===== src/rtl/core/rrts_pkg.sv =====
package rrts_pkg;

  // Default number of thread slots.
  localparam int MAX_THREADS_DEF = 16;

  // Event codes carried by an input item.
  typedef enum logic [2:0] {
    KIND_CREATE  = 3'd0,
    KIND_START   = 3'd1,
    KIND_YIELD   = 3'd2,
    KIND_BLOCK   = 3'd3,
    KIND_FINISH  = 3'd4,
    KIND_UNBLOCK = 3'd5
  } kind_t;

  // Status codes of a result item.
  typedef enum logic [1:0] {
    ST_OK       = 2'd0,
    ST_DONE     = 2'd1,
    ST_DEADLOCK = 2'd2,
    ST_INVALID  = 2'd3
  } status_t;

  // One result item.
  typedef struct packed {
    logic [3:0] running_id;
    logic       running_valid;
    logic [3:0] created_id;
    status_t    status;
  } result_t;

endpackage


===== src/rtl/core/round_robin_thread_scheduler.sv =====
// Channel   Direction  Handshake            Payload
// in_       input      in_valid / in_stall   in_kind, in_thread_id
// out_      output     out_valid / out_stall out_running_id, out_running_valid,
//                                            out_created_id, out_status
//
// Each item is decoded and applied to the scheduler state in the cycle it is
// accepted; its result is registered at the output, or in the skid stage
// under a stall. One item per cycle is sustained while out_stall is low, set
// by the single ready-queue port pair. Reset (rst_n low, synchronous) empties
// the ready queue and clears all masks. A stalled output keeps its item; one
// more item is held in the skid stage and in_stall rises only while it is full.
module round_robin_thread_scheduler #(
  parameter int MAX_THREADS = rrts_pkg::MAX_THREADS_DEF
) (
  input  logic       clk,
  input  logic       rst_n,
  input  logic       in_valid,
  output logic       in_stall,
  input  logic [2:0] in_kind,
  input  logic [3:0] in_thread_id,
  output logic       out_valid,
  input  logic       out_stall,
  output logic [3:0] out_running_id,
  output logic       out_running_valid,
  output logic [3:0] out_created_id,
  output logic [1:0] out_status
);

  localparam int SLOT_W = $clog2(MAX_THREADS);
  localparam int CNT_W  = $clog2(MAX_THREADS + 1);

  logic              accept;
  logic              push_en;
  logic [SLOT_W-1:0] push_data;
  logic              pop_en;
  logic [SLOT_W-1:0] head_data;
  logic [CNT_W-1:0]  count;
  rrts_pkg::result_t result;
  rrts_pkg::result_t out_data;

  assign accept = in_valid && !in_stall;

  // Ready queue of slot numbers.
  rrts_ready_fifo #(
    .MAX_THREADS(MAX_THREADS)
  ) u_fifo (
    .clk       (clk),
    .rst_n     (rst_n),
    .push_en   (push_en),
    .push_data (push_data),
    .pop_en    (pop_en),
    .head_data (head_data),
    .count     (count)
  );

  // Event decode, slot masks and running thread.
  rrts_sched_core #(
    .MAX_THREADS(MAX_THREADS)
  ) u_core (
    .clk       (clk),
    .rst_n     (rst_n),
    .accept    (accept),
    .kind      (in_kind),
    .thread_id (in_thread_id),
    .head_data (head_data),
    .count     (count),
    .push_en   (push_en),
    .push_data (push_data),
    .pop_en    (pop_en),
    .result    (result)
  );

  // Result register with skid stage.
  rrts_out_buf u_out (
    .clk       (clk),
    .rst_n     (rst_n),
    .in_valid  (in_valid),
    .in_stall  (in_stall),
    .in_data   (result),
    .out_valid (out_valid),
    .out_stall (out_stall),
    .out_data  (out_data)
  );

  assign out_running_id    = out_data.running_id;
  assign out_running_valid = out_data.running_valid;
  assign out_created_id    = out_data.created_id;
  assign out_status        = out_data.status;

  // The skid stage only fills behind a waiting result.
  a_skid_behind_out: assert property (@(posedge clk) disable iff (!rst_n)
    in_stall |-> out_valid)
    else $error("skid stage full without a waiting result");

  // After every accepted item the output holds a valid result in the next cycle.
  a_accept_to_out: assert property (@(posedge clk) disable iff (!rst_n)
    accept |=> out_valid)
    else $error("accepted item did not reach the output");

  // No running thread means the running slot reads as zero.
  a_idle_id_zero: assert property (@(posedge clk) disable iff (!rst_n)
    (out_valid && !out_running_valid) |-> (out_running_id == 4'd0))
    else $error("running id set with nothing running");

  // Done and deadlock are only reported with nothing running.
  a_done_idle: assert property (@(posedge clk) disable iff (!rst_n)
    (out_valid && (out_status == rrts_pkg::ST_DONE ||
                   out_status == rrts_pkg::ST_DEADLOCK)) |-> !out_running_valid)
    else $error("done or deadlock reported while a thread runs");

endmodule


===== src/rtl/core/rrts_ready_fifo.sv =====
module rrts_ready_fifo #(
  parameter int MAX_THREADS = rrts_pkg::MAX_THREADS_DEF
) (
  input  logic                               clk,
  input  logic                               rst_n,
  input  logic                               push_en,
  input  logic [$clog2(MAX_THREADS)-1:0]     push_data,
  input  logic                               pop_en,
  output logic [$clog2(MAX_THREADS)-1:0]     head_data,
  output logic [$clog2(MAX_THREADS+1)-1:0]   count
);

  localparam int SLOT_W = $clog2(MAX_THREADS);
  localparam int CNT_W  = $clog2(MAX_THREADS + 1);

  logic [SLOT_W-1:0] mem [MAX_THREADS];

  logic [SLOT_W-1:0] head_r, head_nxt;
  logic [SLOT_W-1:0] tail_r, tail_nxt;
  logic [CNT_W-1:0]  count_r, count_nxt;
  logic [SLOT_W-1:0] head_data_r;
  logic              push_ok;
  logic              pop_ok;

  // Guard against overflow and underflow.
  assign push_ok = push_en && (count_r != CNT_W'(MAX_THREADS));
  assign pop_ok  = pop_en && (count_r != '0);

  // Pointer and count updates, wrapping at the slot count.
  always_comb begin
    head_nxt  = head_r;
    tail_nxt  = tail_r;
    count_nxt = count_r;
    if (pop_ok) begin
      head_nxt = (head_r == SLOT_W'(MAX_THREADS - 1)) ? '0 : head_r + 1'b1;
    end
    if (push_ok) begin
      tail_nxt = (tail_r == SLOT_W'(MAX_THREADS - 1)) ? '0 : tail_r + 1'b1;
    end
    if (push_ok && !pop_ok) begin
      count_nxt = count_r + 1'b1;
    end else if (pop_ok && !push_ok) begin
      count_nxt = count_r - 1'b1;
    end
  end

  always_ff @(posedge clk) begin
    if (!rst_n) begin
      head_r  <= '0;
      tail_r  <= '0;
      count_r <= '0;
    end else begin
      head_r  <= head_nxt;
      tail_r  <= tail_nxt;
      count_r <= count_nxt;
    end
  end

  // Queue storage; the head entry is read ahead into a register, with the
  // entry being written forwarded when it becomes the new head.
  always_ff @(posedge clk) begin
    if (push_ok) begin
      mem[tail_r] <= push_data;
    end
    if (push_ok && (tail_r == head_nxt)) begin
      head_data_r <= push_data;
    end else begin
      head_data_r <= mem[head_nxt];
    end
  end

  assign head_data = head_data_r;
  assign count     = count_r;

endmodule


===== src/rtl/core/rrts_sched_core.sv =====
module rrts_sched_core #(
  parameter int MAX_THREADS = rrts_pkg::MAX_THREADS_DEF
) (
  input  logic                               clk,
  input  logic                               rst_n,
  input  logic                               accept,
  input  logic [2:0]                         kind,
  input  logic [3:0]                         thread_id,
  input  logic [$clog2(MAX_THREADS)-1:0]     head_data,
  input  logic [$clog2(MAX_THREADS+1)-1:0]   count,
  output logic                               push_en,
  output logic [$clog2(MAX_THREADS)-1:0]     push_data,
  output logic                               pop_en,
  output rrts_pkg::result_t                  result
);

  localparam int SLOT_W = $clog2(MAX_THREADS);

  logic [MAX_THREADS-1:0] alloc_r, alloc_nxt;
  logic [MAX_THREADS-1:0] blocked_r, blocked_nxt;
  logic [SLOT_W-1:0]      cur_slot_r, cur_slot_nxt;
  logic                   cur_valid_r, cur_valid_nxt;

  logic [MAX_THREADS-1:0] free_mask;
  logic [SLOT_W-1:0]      free_idx;
  logic [SLOT_W+3:0]      tid_ext;
  logic [SLOT_W-1:0]      tid_idx;
  logic                   tid_in_range;
  logic                   ready_none;
  logic                   push_req;
  logic                   pop_req;
  logic [SLOT_W+3:0]      run_ext;
  logic [SLOT_W+3:0]      new_ext;
  logic [SLOT_W-1:0]      created_slot;
  rrts_pkg::status_t      status;

  // Lowest free slot.
  assign free_mask = ~alloc_r;
  always_comb begin
    free_idx = '0;
    for (int i = MAX_THREADS - 1; i >= 0; i--) begin
      if (free_mask[i]) begin
        free_idx = SLOT_W'(i);
      end
    end
  end

  assign tid_ext      = {{SLOT_W{1'b0}}, thread_id};
  assign tid_idx      = tid_ext[SLOT_W-1:0];
  assign tid_in_range = 32'(thread_id) < 32'(MAX_THREADS);
  assign ready_none   = (count == '0);

  // Event decode and state update for one item.
  always_comb begin
    alloc_nxt     = alloc_r;
    blocked_nxt   = blocked_r;
    cur_slot_nxt  = cur_slot_r;
    cur_valid_nxt = cur_valid_r;
    status        = rrts_pkg::ST_INVALID;
    created_slot  = '0;
    push_req      = 1'b0;
    push_data     = '0;
    pop_req       = 1'b0;
    case (kind)
      rrts_pkg::KIND_CREATE: begin
        if (|free_mask) begin
          alloc_nxt[free_idx] = 1'b1;
          push_req            = 1'b1;
          push_data           = free_idx;
          created_slot        = free_idx;
          status              = rrts_pkg::ST_OK;
        end
      end
      rrts_pkg::KIND_START, rrts_pkg::KIND_BLOCK, rrts_pkg::KIND_FINISH: begin
        if (kind == rrts_pkg::KIND_START ? !cur_valid_r : cur_valid_r) begin
          if (kind == rrts_pkg::KIND_BLOCK) begin
            blocked_nxt[cur_slot_r] = 1'b1;
          end
          if (kind == rrts_pkg::KIND_FINISH) begin
            alloc_nxt[cur_slot_r] = 1'b0;
          end
          // Dispatch the ready head, or report why nothing runs.
          if (ready_none) begin
            cur_valid_nxt = 1'b0;
            cur_slot_nxt  = '0;
            status = (|blocked_nxt) ? rrts_pkg::ST_DEADLOCK : rrts_pkg::ST_DONE;
          end else begin
            cur_valid_nxt = 1'b1;
            cur_slot_nxt  = head_data;
            pop_req       = 1'b1;
            status        = rrts_pkg::ST_OK;
          end
        end
      end
      rrts_pkg::KIND_YIELD: begin
        // With an empty queue the running thread is picked again.
        if (cur_valid_r) begin
          status = rrts_pkg::ST_OK;
          if (!ready_none) begin
            push_req     = 1'b1;
            push_data    = cur_slot_r;
            pop_req      = 1'b1;
            cur_slot_nxt = head_data;
          end
        end
      end
      rrts_pkg::KIND_UNBLOCK: begin
        if (tid_in_range && blocked_r[tid_idx]) begin
          blocked_nxt[tid_idx] = 1'b0;
          push_req             = 1'b1;
          push_data            = tid_idx;
          status               = rrts_pkg::ST_OK;
        end
      end
      default: begin
        status = rrts_pkg::ST_INVALID;
      end
    endcase
  end

  assign push_en = accept && push_req;
  assign pop_en  = accept && pop_req;

  always_ff @(posedge clk) begin
    if (!rst_n) begin
      alloc_r     <= '0;
      blocked_r   <= '0;
      cur_slot_r  <= '0;
      cur_valid_r <= 1'b0;
    end else if (accept) begin
      alloc_r     <= alloc_nxt;
      blocked_r   <= blocked_nxt;
      cur_slot_r  <= cur_slot_nxt;
      cur_valid_r <= cur_valid_nxt;
    end
  end

  // Result fields are four bits wide whatever the slot count.
  assign run_ext = {4'b0000, cur_slot_nxt};
  assign new_ext = {4'b0000, created_slot};

  always_comb begin
    result.running_id    = cur_valid_nxt ? run_ext[3:0] : 4'd0;
    result.running_valid = cur_valid_nxt;
    result.created_id    = new_ext[3:0];
    result.status        = status;
  end

endmodule


===== src/rtl/core/rrts_out_buf.sv =====
module rrts_out_buf (
  input  logic              clk,
  input  logic              rst_n,
  input  logic              in_valid,
  output logic              in_stall,
  input  rrts_pkg::result_t in_data,
  output logic              out_valid,
  input  logic              out_stall,
  output rrts_pkg::result_t out_data
);

  logic              out_valid_r, out_valid_nxt;
  logic              skid_valid_r, skid_valid_nxt;
  rrts_pkg::result_t out_data_r;
  rrts_pkg::result_t skid_data_r;
  logic              accept;
  logic              out_free;

  // A new item is taken as long as the skid stage is empty.
  assign in_stall = skid_valid_r;
  assign accept   = in_valid && !skid_valid_r;
  assign out_free = !out_valid_r || !out_stall;

  always_comb begin
    out_valid_nxt  = out_valid_r;
    skid_valid_nxt = skid_valid_r;
    if (out_free) begin
      out_valid_nxt  = skid_valid_r || accept;
      skid_valid_nxt = 1'b0;
    end else if (accept) begin
      skid_valid_nxt = 1'b1;
    end
  end

  always_ff @(posedge clk) begin
    if (!rst_n) begin
      out_valid_r  <= 1'b0;
      skid_valid_r <= 1'b0;
    end else begin
      out_valid_r  <= out_valid_nxt;
      skid_valid_r <= skid_valid_nxt;
    end
  end

  // Payload moves: skid first, then the new item.
  always_ff @(posedge clk) begin
    if (out_free) begin
      out_data_r <= skid_valid_r ? skid_data_r : in_data;
    end else if (accept) begin
      skid_data_r <= in_data;
    end
  end

  assign out_valid = out_valid_r;
  assign out_data  = out_data_r;

endmodule

===== config.mk =====
export PLATFORM = sky130hd
export DESIGN_NAME = round_robin_thread_scheduler
export DESIGN_NICKNAME = d
export VERILOG_FILES = /design/src/rtl/core/rrts_pkg.sv /design/src/rtl/core/round_robin_thread_scheduler.sv /design/src/rtl/core/rrts_ready_fifo.sv /design/src/rtl/core/rrts_sched_core.sv /design/src/rtl/core/rrts_out_buf.sv
export SDC_FILE = /design/constraint.sdc
export NUM_CORES = 1
export LEC_CHECK = 0
export BUFFER_PORTS_ARGS = -buffer_cell sky130_fd_sc_hd__buf_4
export CAP_MARGIN = 20
export CORE_MARGIN = 3
export CORE_UTILIZATION = 49
export CTS_CLUSTER_DIAMETER = 150
export DETAILED_ROUTE_END_ITERATION = 7
export PLACE_DENSITY = 0.65
export SLEW_MARGIN = 10
export SYNTH_ARGS = -nofsm -noshare
export SYNTH_HDL_FRONTEND = slang
export SYNTH_SLANG_ARGS = --single-unit

===== constraint.sdc =====
create_clock -name clk -period 5.35 [get_ports clk]
set_input_delay 1.07 -clock clk [delete_from_list [all_inputs] [get_ports clk]]
set_output_delay 1.07 -clock clk [all_outputs]
set_load 0.02 [all_outputs]

==> results.yml, run 1 <==
logic_synthesis:
  async_flop_share_pct: 0
  syn_area_per_cell_sq_um: 11.61
  synth_nets: 596
  yosys_register_bits: 142
  synth_cell_types: 68
  synth_edf_count: 86
  seq_area_frac_synth_pct: 55.49
  ys_dominant_reg_cell: "edfxtp_1"
  syn_area_sq_mm: 0.006674
  ys.warnings.count: 0
  netlist_instances: 575
power_and_ir_drop:
  p_sw_share_pct: 22.62
  p_total_mw: 2.456
  powerDensity_mw_per_mm2: 326.0
  clkPwrFrac_pct: 47.5
  p_comb_share_pct: 4.8
  p_switching_mw: 0.5554
  p_int_mw: 1.900
  power_leakage_nw: 2.572
  vdd_drop_max_v: 0.0002178
  p_seq_share_pct: 47.7
setup_path:
  worst_ep_arrival_time_ns: 4.24
  rrSetupSlack_ns: 1.60
  crit_fanout: 15
  r2r-end: "u_fifo.count[4]"
  crit_start: "in_kind[1]"
  startpoint_type: "input port"
  setup.worst_path.end: "u_fifo.count[4]"
  critPathKind: "input port to register"
  reg2reg_from: "u_core.cur_valid_r"
  reg2reg_depth: 14
  crit_path_end_kind: "register"
  cp.required_ns: 5.64
clocking:
  post_cts_resized: 0
  cts_tree: "done"
  cts.reportedPaths.clkPinSlew_ns: 0.06
  root_buffer: "clkbuf_16"
  clk-insertion-delay-late_ns: 0.43
  cts_setup_buffers: 0
  ctsHoldBuffers: 0
  cts_max_path_buffers: 2
  cts_max_level: 4
  cts_made_buffers: 17
  clkSinkCount: 142
timing:
  period_share_pct: 73.88
  finalCriticalPeriod_ns: 3.953
  max_freq_mhz: 253.0
  rsz0062_at_grt: "no"
  setup_viol: 0
  max_slew_margin_pct: 21.25
  fin_worst_skew_ns: 0.01209
  slew_viol_final: 0
  hold_viol: 0
  finalSetupTns_ns: 0
  worst_pin_slew_ns: 1.170
  fin_ws_ns: 1.397
final_layout:
  fin_nets: 609
  final_cells: 777
  area_growth_syn_to_layout_pct: 12.88
  nFillCells: 1091
  antenna_cells: 0
  drive_above_1_share_pct: 15.14
  final_util_pct: 56.66
global_routing:
  grt_max_degree: 37
  grt_pass1_wl_um: 25560
  grt_usage_pct: 22.71
  first_global_vias: 4632
  antenna_found_initial: 0
  overflow: 0
flow_run:
  maxCapViolations: 0
die:
  dieHeight_um: 122.7
  dieArea_sq_mm: 0.01506
  die_w_um: 122.7
  io_pins: 24
  num_rows: 42
  core_area_sq_mm: 0.01330
  start_util_pct: 50.20
placed_design:
  dpl.cell_count: 743
  place.gp.congestion: 0.8895
  io_buffers: 23
  dp_hpwl_um: 11470
  pre_cts_ws_ns: 0.9873
drt:
  route.detailed.drc: 0
  drt-pass1-iter-count: 5
  dr_total_vias: 4878
  vias_per_cell: 6.278
  drt-total-wl_um: 16060
  dr.first_iter.drc_count: 568
  drt-wirelength-per-cell_um: 20.67
  drtAntennaViolNets: 0
min_path:
  hold_path_class: "register to register"
outcome:
  run_status: "completed"
worst min path at each step:
stage                      endpoint            startpoint  slack, ns  depth (start not counted)
4_1_cts          u_core.alloc_r[14]    u_core.alloc_r[14]       0.51                          2
5_1_grt        u_core.blocked_r[10]  u_core.blocked_r[10]       0.53                          2
3_3_place_gp     u_core.alloc_r[14]    u_core.alloc_r[14]       0.49                          2
2_1_floorplan  u_core.blocked_r[10]  u_core.blocked_r[10]       0.46                          2
3_5_place_dp     u_core.alloc_r[14]    u_core.alloc_r[14]       0.50                          2
6_report         u_core.alloc_r[14]    u_core.alloc_r[14]       0.51                          2
Yosys cell counts (6+ instances only):
cell type,number,area [sq um]
a21oi_1,22,110.1
o211ai_1,8,60.06
and2_1,6,37.54
nor2_1,43,161.4
a31oi_1,10,62.56
nor3_1,21,105.1
clkbuf_1,23,86.33
edfxtp_1,86,2582
nor4_1,8,50.05
o21ai_0,31,155.2
nor2b_1,11,68.82
nand2b_1,9,56.30
nand3_1,16,80.08
inv_1,20,75.07
nand3b_1,6,45.04
mux2i_1,11,110.1
mux4_2,16,360.4
nand2_1,44,165.2
mux2_2,9,101.4
nand4_1,9,56.30
ha_1,9,112.6
dfxtp_1,56,1121
critical path, cell delays in order:
cell and delay [ns]:
buf_4 0.17, nand2_1 0.07, a2111oi_1 0.73, or2_1 0.24
o21ai_2 0.14, inv_2 0.16, ha_1 0.24, inv_1 0.10
ha_1 0.32, nor2b_1 0.16, o21a_1 0.18, or3_1 0.30
a21oi_1 0.18, xnor2_1 0.13, nor2_1 0.05
registers in the layout (all words and copies together), names as in the netlist, named ones only:
name	cells
u_fifo.mem	64
u_core.alloc_r	16
u_fifo.count	5
u_fifo.head_r	4
u_core.cur_slot_r	4
u_core.blocked_r	16
u_fifo.tail_r	4
u_out.skid_data_r	11
u_out.out_data	11
u_out.out_valid	1
u_out.in_stall	1
u_core.cur_valid_r	1
logic make-up (layout without fill, tap and decap cells):
logic type | count (synthesis) | after routing | share of synthesized area (%)
AND/OR/NAND/NOR | 195 | 195 | 14.85
multiplexers | 42 | 42 | 10.48
buffers and inverters | 54 | 80 | 3.487
AO/OA/AOI/OAI | 127 | 127 | 13.05
adder cells (fa/ha/maj) | 10 | 10 | 1.987
XOR/XNOR | 5 | 5 | 0.6563
flip-flops | 142 | 142 | 55.49
power groups by stage:
stage	Sequential (mW)	Combinational (mW)	Clock (mW)
floorplan	1.20	0.0717	0
global placement	1.20	0.113	0
detailed placement	1.20	0.115	0
CTS	1.17	0.116	1.19
global route	1.17	0.129	1.24
finish	1.17	0.119	1.17
layout make-up:
class | count | area, sq um | area share, %
well taps | 176 | 220.2 | 2.923
multi-input cells | 379 | 2738 | 36.34
repair buffers | 26 | 200.2 | 2.657
inverters | 22 | 82.58 | 1.096
clock buffers | 18 | 429.2 | 5.697
flip-flops and latches | 142 | 3704 | 49.16
clock inverters | 14 | 160.2 | 2.126
placed cells by master, fill, tap and decap left out, types with 11 or more instances in the layout:
cell       instances
nor2b_1           11
nor3_1            21
nand3_1           16
dfxtp_1           56
nand2_1           44
mux2i_1           11
nor2_1            43
a21oi_1           22
clkbuf_16         17
o21ai_0           31
inv_1             20
mux4_2            16
edfxtp_1          86
buf_4             24
per-layer routing:
metal  wire length (um)  track usage [%]  share of wire (%)  vias up
met1               7422            33.75                 46     2426
met2               7132            32.08                 44      191
li1                   -                -                  -     2238
met3               1265            5.622                7.9       23
met5                  0                0                  0        -
met4                235            8.467                1.5        0
per-stage QoR:
stage          hold slack (ns)  instance area [sq um]
2_1_floorplan           0.4551                   6674
3_3_place_gp            0.4897                   6924
3_5_place_dp            0.4985                   6924
4_1_cts                 0.5068                   7513
5_1_grt                 0.5310                   7533
6_report                0.5058                   7533
Note: power is estimated with default switching activity, not from simulation.
==> inputs of run 2 (changes only) <==
--- a/config.mk
+++ b/config.mk
@@ -11,7 +11,7 @@
 export CORE_UTILIZATION = 49
 export CTS_CLUSTER_DIAMETER = 150
 export DETAILED_ROUTE_END_ITERATION = 7
-export PLACE_DENSITY = 0.65
+export PLACE_DENSITY = 0.68
 export SLEW_MARGIN = 10
 export SYNTH_ARGS = -nofsm -noshare
 export SYNTH_HDL_FRONTEND = slang
==> constraint.sdc (replaced) <==
create_clock -name clk -period 3.2 [get_ports clk]
set_input_delay 0.64 -clock clk [delete_from_list [all_inputs] [get_ports clk]]
set_output_delay 0.64 -clock clk [all_outputs]
set_load 0.02 [all_outputs]
==> results.yml, run 2 (synthesized netlist as in run 1, its figures left out) <==
global_routing:
  overflow: 0
  first_global_vias: 4776
  grt_max_degree: 37
  grt_pass1_wl_um: 25840
  antenna_found_initial: 0
  grt_usage_pct: 22.73
timing:
  fin_ws_ns: 0.1649
  setup_viol: 0
  finalCriticalPeriod_ns: 3.035
  hold_viol: 0
  max_slew_margin_pct: 45.15
  fin_worst_skew_ns: 0.005868
  max_freq_mhz: 329.5
  period_share_pct: 94.85
  slew_viol_final: 0
  hold_ws_ns: 0.5041
  worst_pin_slew_ns: 0.8197
clocking:
  ctsHoldBuffers: 0
  cts_max_level: 4
  cts_tree: "done"
  cts.reportedPaths.clkPinSlew_ns: 0.06
  cts_max_path_buffers: 2
  clkSinkCount: 142
  cts_setup_buffers: 0
  root_buffer: "clkbuf_16"
  cts_made_buffers: 17
  clk-insertion-delay-late_ns: 0.41
min_path:
  hold_path_class: "register to register"
  min-delay-start: "u_core.blocked_r[4]"
setup_path:
  critPathKind: "register to register"
  reg2reg_from: "u_core.alloc_r[9]"
  crit_fanout: 5
  startpoint_type: "register"
  cp.required_ns: 3.48
  worst_ep_arrival_time_ns: 3.32
  crit_path_end_kind: "register"
  crit_start: "u_core.alloc_r[9]"
placed_design:
  dp_hpwl_um: 11420
  place.gp.congestion: 0.9488
  io_buffers: 23
  pre_cts_ws_ns: -0.2014
  dpl_cell_area_sq_mm: 0.007327
die:
  io_pins: 24
  num_rows: 42
  dieHeight_um: 122.7
  die_w_um: 122.7
  core_area_sq_mm: 0.01330
  dieArea_sq_mm: 0.01506
  start_util_pct: 50.20
drt:
  dr.first_iter.drc_count: 543
  vias_per_cell: 6.072
  drtAntennaViolNets: 0
  drt-wirelength-per-cell_um: 19.41
  route.detailed.drc: 0
  drt-total-wl_um: 15970
  dr_total_vias: 4997
  drt-pass1-iter-count: 7
power_and_ir_drop:
  p_comb_share_pct: 5.7
  vdd_drop_max_v: 0.0003644
  p_sw_share_pct: 21.88
  power_leakage_nw: 2.803
  p_int_mw: 3.198
  clkPwrFrac_pct: 46.6
  p_switching_mw: 0.8957
  powerDensity_mw_per_mm2: 517.5
  p_seq_share_pct: 47.8
  p_total_mw: 4.093
final_layout:
  largest_reg_flops: 64
  fin_area_sq_mm: 0.007910
  fin_nets: 655
  top_regs: "u_fifo.mem (64), u_core.alloc_r (16), u_core.blocked_r (16)"
  area_growth_syn_to_layout_pct: 18.52
  drive_above_1_share_pct: 22.87
  final_common_cell: "edfxtp_1"
  antenna_cells: 0
  largest-register: "u_fifo.mem"
  layout_common_cells: "edfxtp_1, buf_4, dfxtp_1"
outcome:
  run_status: "completed"
flow_run:
  maxCapViolations: 0
-- run 2: changes by cell type in the layout (fill, tap and decap cells not counted), sizes merged --
cell      delta
clkbuf       +1
buf         +47
clkinv       +1
clkinvlp     -2
inv          -1
-- run 2: worst max-delay path, stage by stage (launching register included) --
cell,delay [ns]
dfxtp_1,0.42
and4_1,0.28
a41oi_1,0.20
or2_1,0.33
o21ai_4,0.20
inv_4,0.05
ha_4,0.16
inv_2,0.05
ha_1,0.23
nor2b_2,0.17
o21a_1,0.18
or3_1,0.32
a21oi_2,0.14
xnor2_1,0.12
nor2_1,0.05
-- run 2: area by class of cell --
| type | instances | area, sq um |
|---|---|---|
| fill | 1064 | 5385 |
| sequential | 142 | 3707 |
| multi-input combinational | 379 | 2783 |
| timing repair buffer | 72 | 540.5 |
| clock buffer | 20 | 436.7 |
| tap | 176 | 220.2 |
| clock inverter | 12 | 137.6 |
| inverter | 22 | 85.08 |
-- run 2: per-layer routing --
metal	wire, um	global-route usage, %
met2	7299	34.10
met3	1195	5.300
met4	178	5.878
met1	7296	33.45
met5	0	0
-- run 2: metrics by stage --
stage	utilization, %	TNS, ns	std cells
global placement	55.11	-0.1000	791
finish	59.50	0	823
CTS	59.43	0	823
floorplan	-	0	575
global route	59.50	-0.00008082	823
detailed placement	55.11	-0.2284	791
-- run 2: path summary, 6_finish.rpt --
check	to	slack (ns)	cells after the start
setup / recovery	u_fifo.count[4]	0.16	14
hold / removal	u_core.blocked_r[4]	0.50	2
hold reg to reg	u_core.blocked_r[4]	0.50	2
setup reg to reg	u_fifo.count[4]	0.16	14
-- run 2: power groups by stage --
stage          Clock [mW]  Combinational (mW)  Sequential (mW)
5_1_grt              2.02               0.253             1.96
2_1_floorplan           0               0.126             2.01
3_3_place_gp            0               0.226             1.99
4_1_cts              1.92               0.230             1.96
3_5_place_dp            0               0.229             1.99
6_report             1.91               0.232             1.96
-- run 2: timing repair --
item,4_1_cts,5_1_grt
endpoints found under the setup margin,0,1
resized for setup,0,5
hold endpoints to repair,0,0
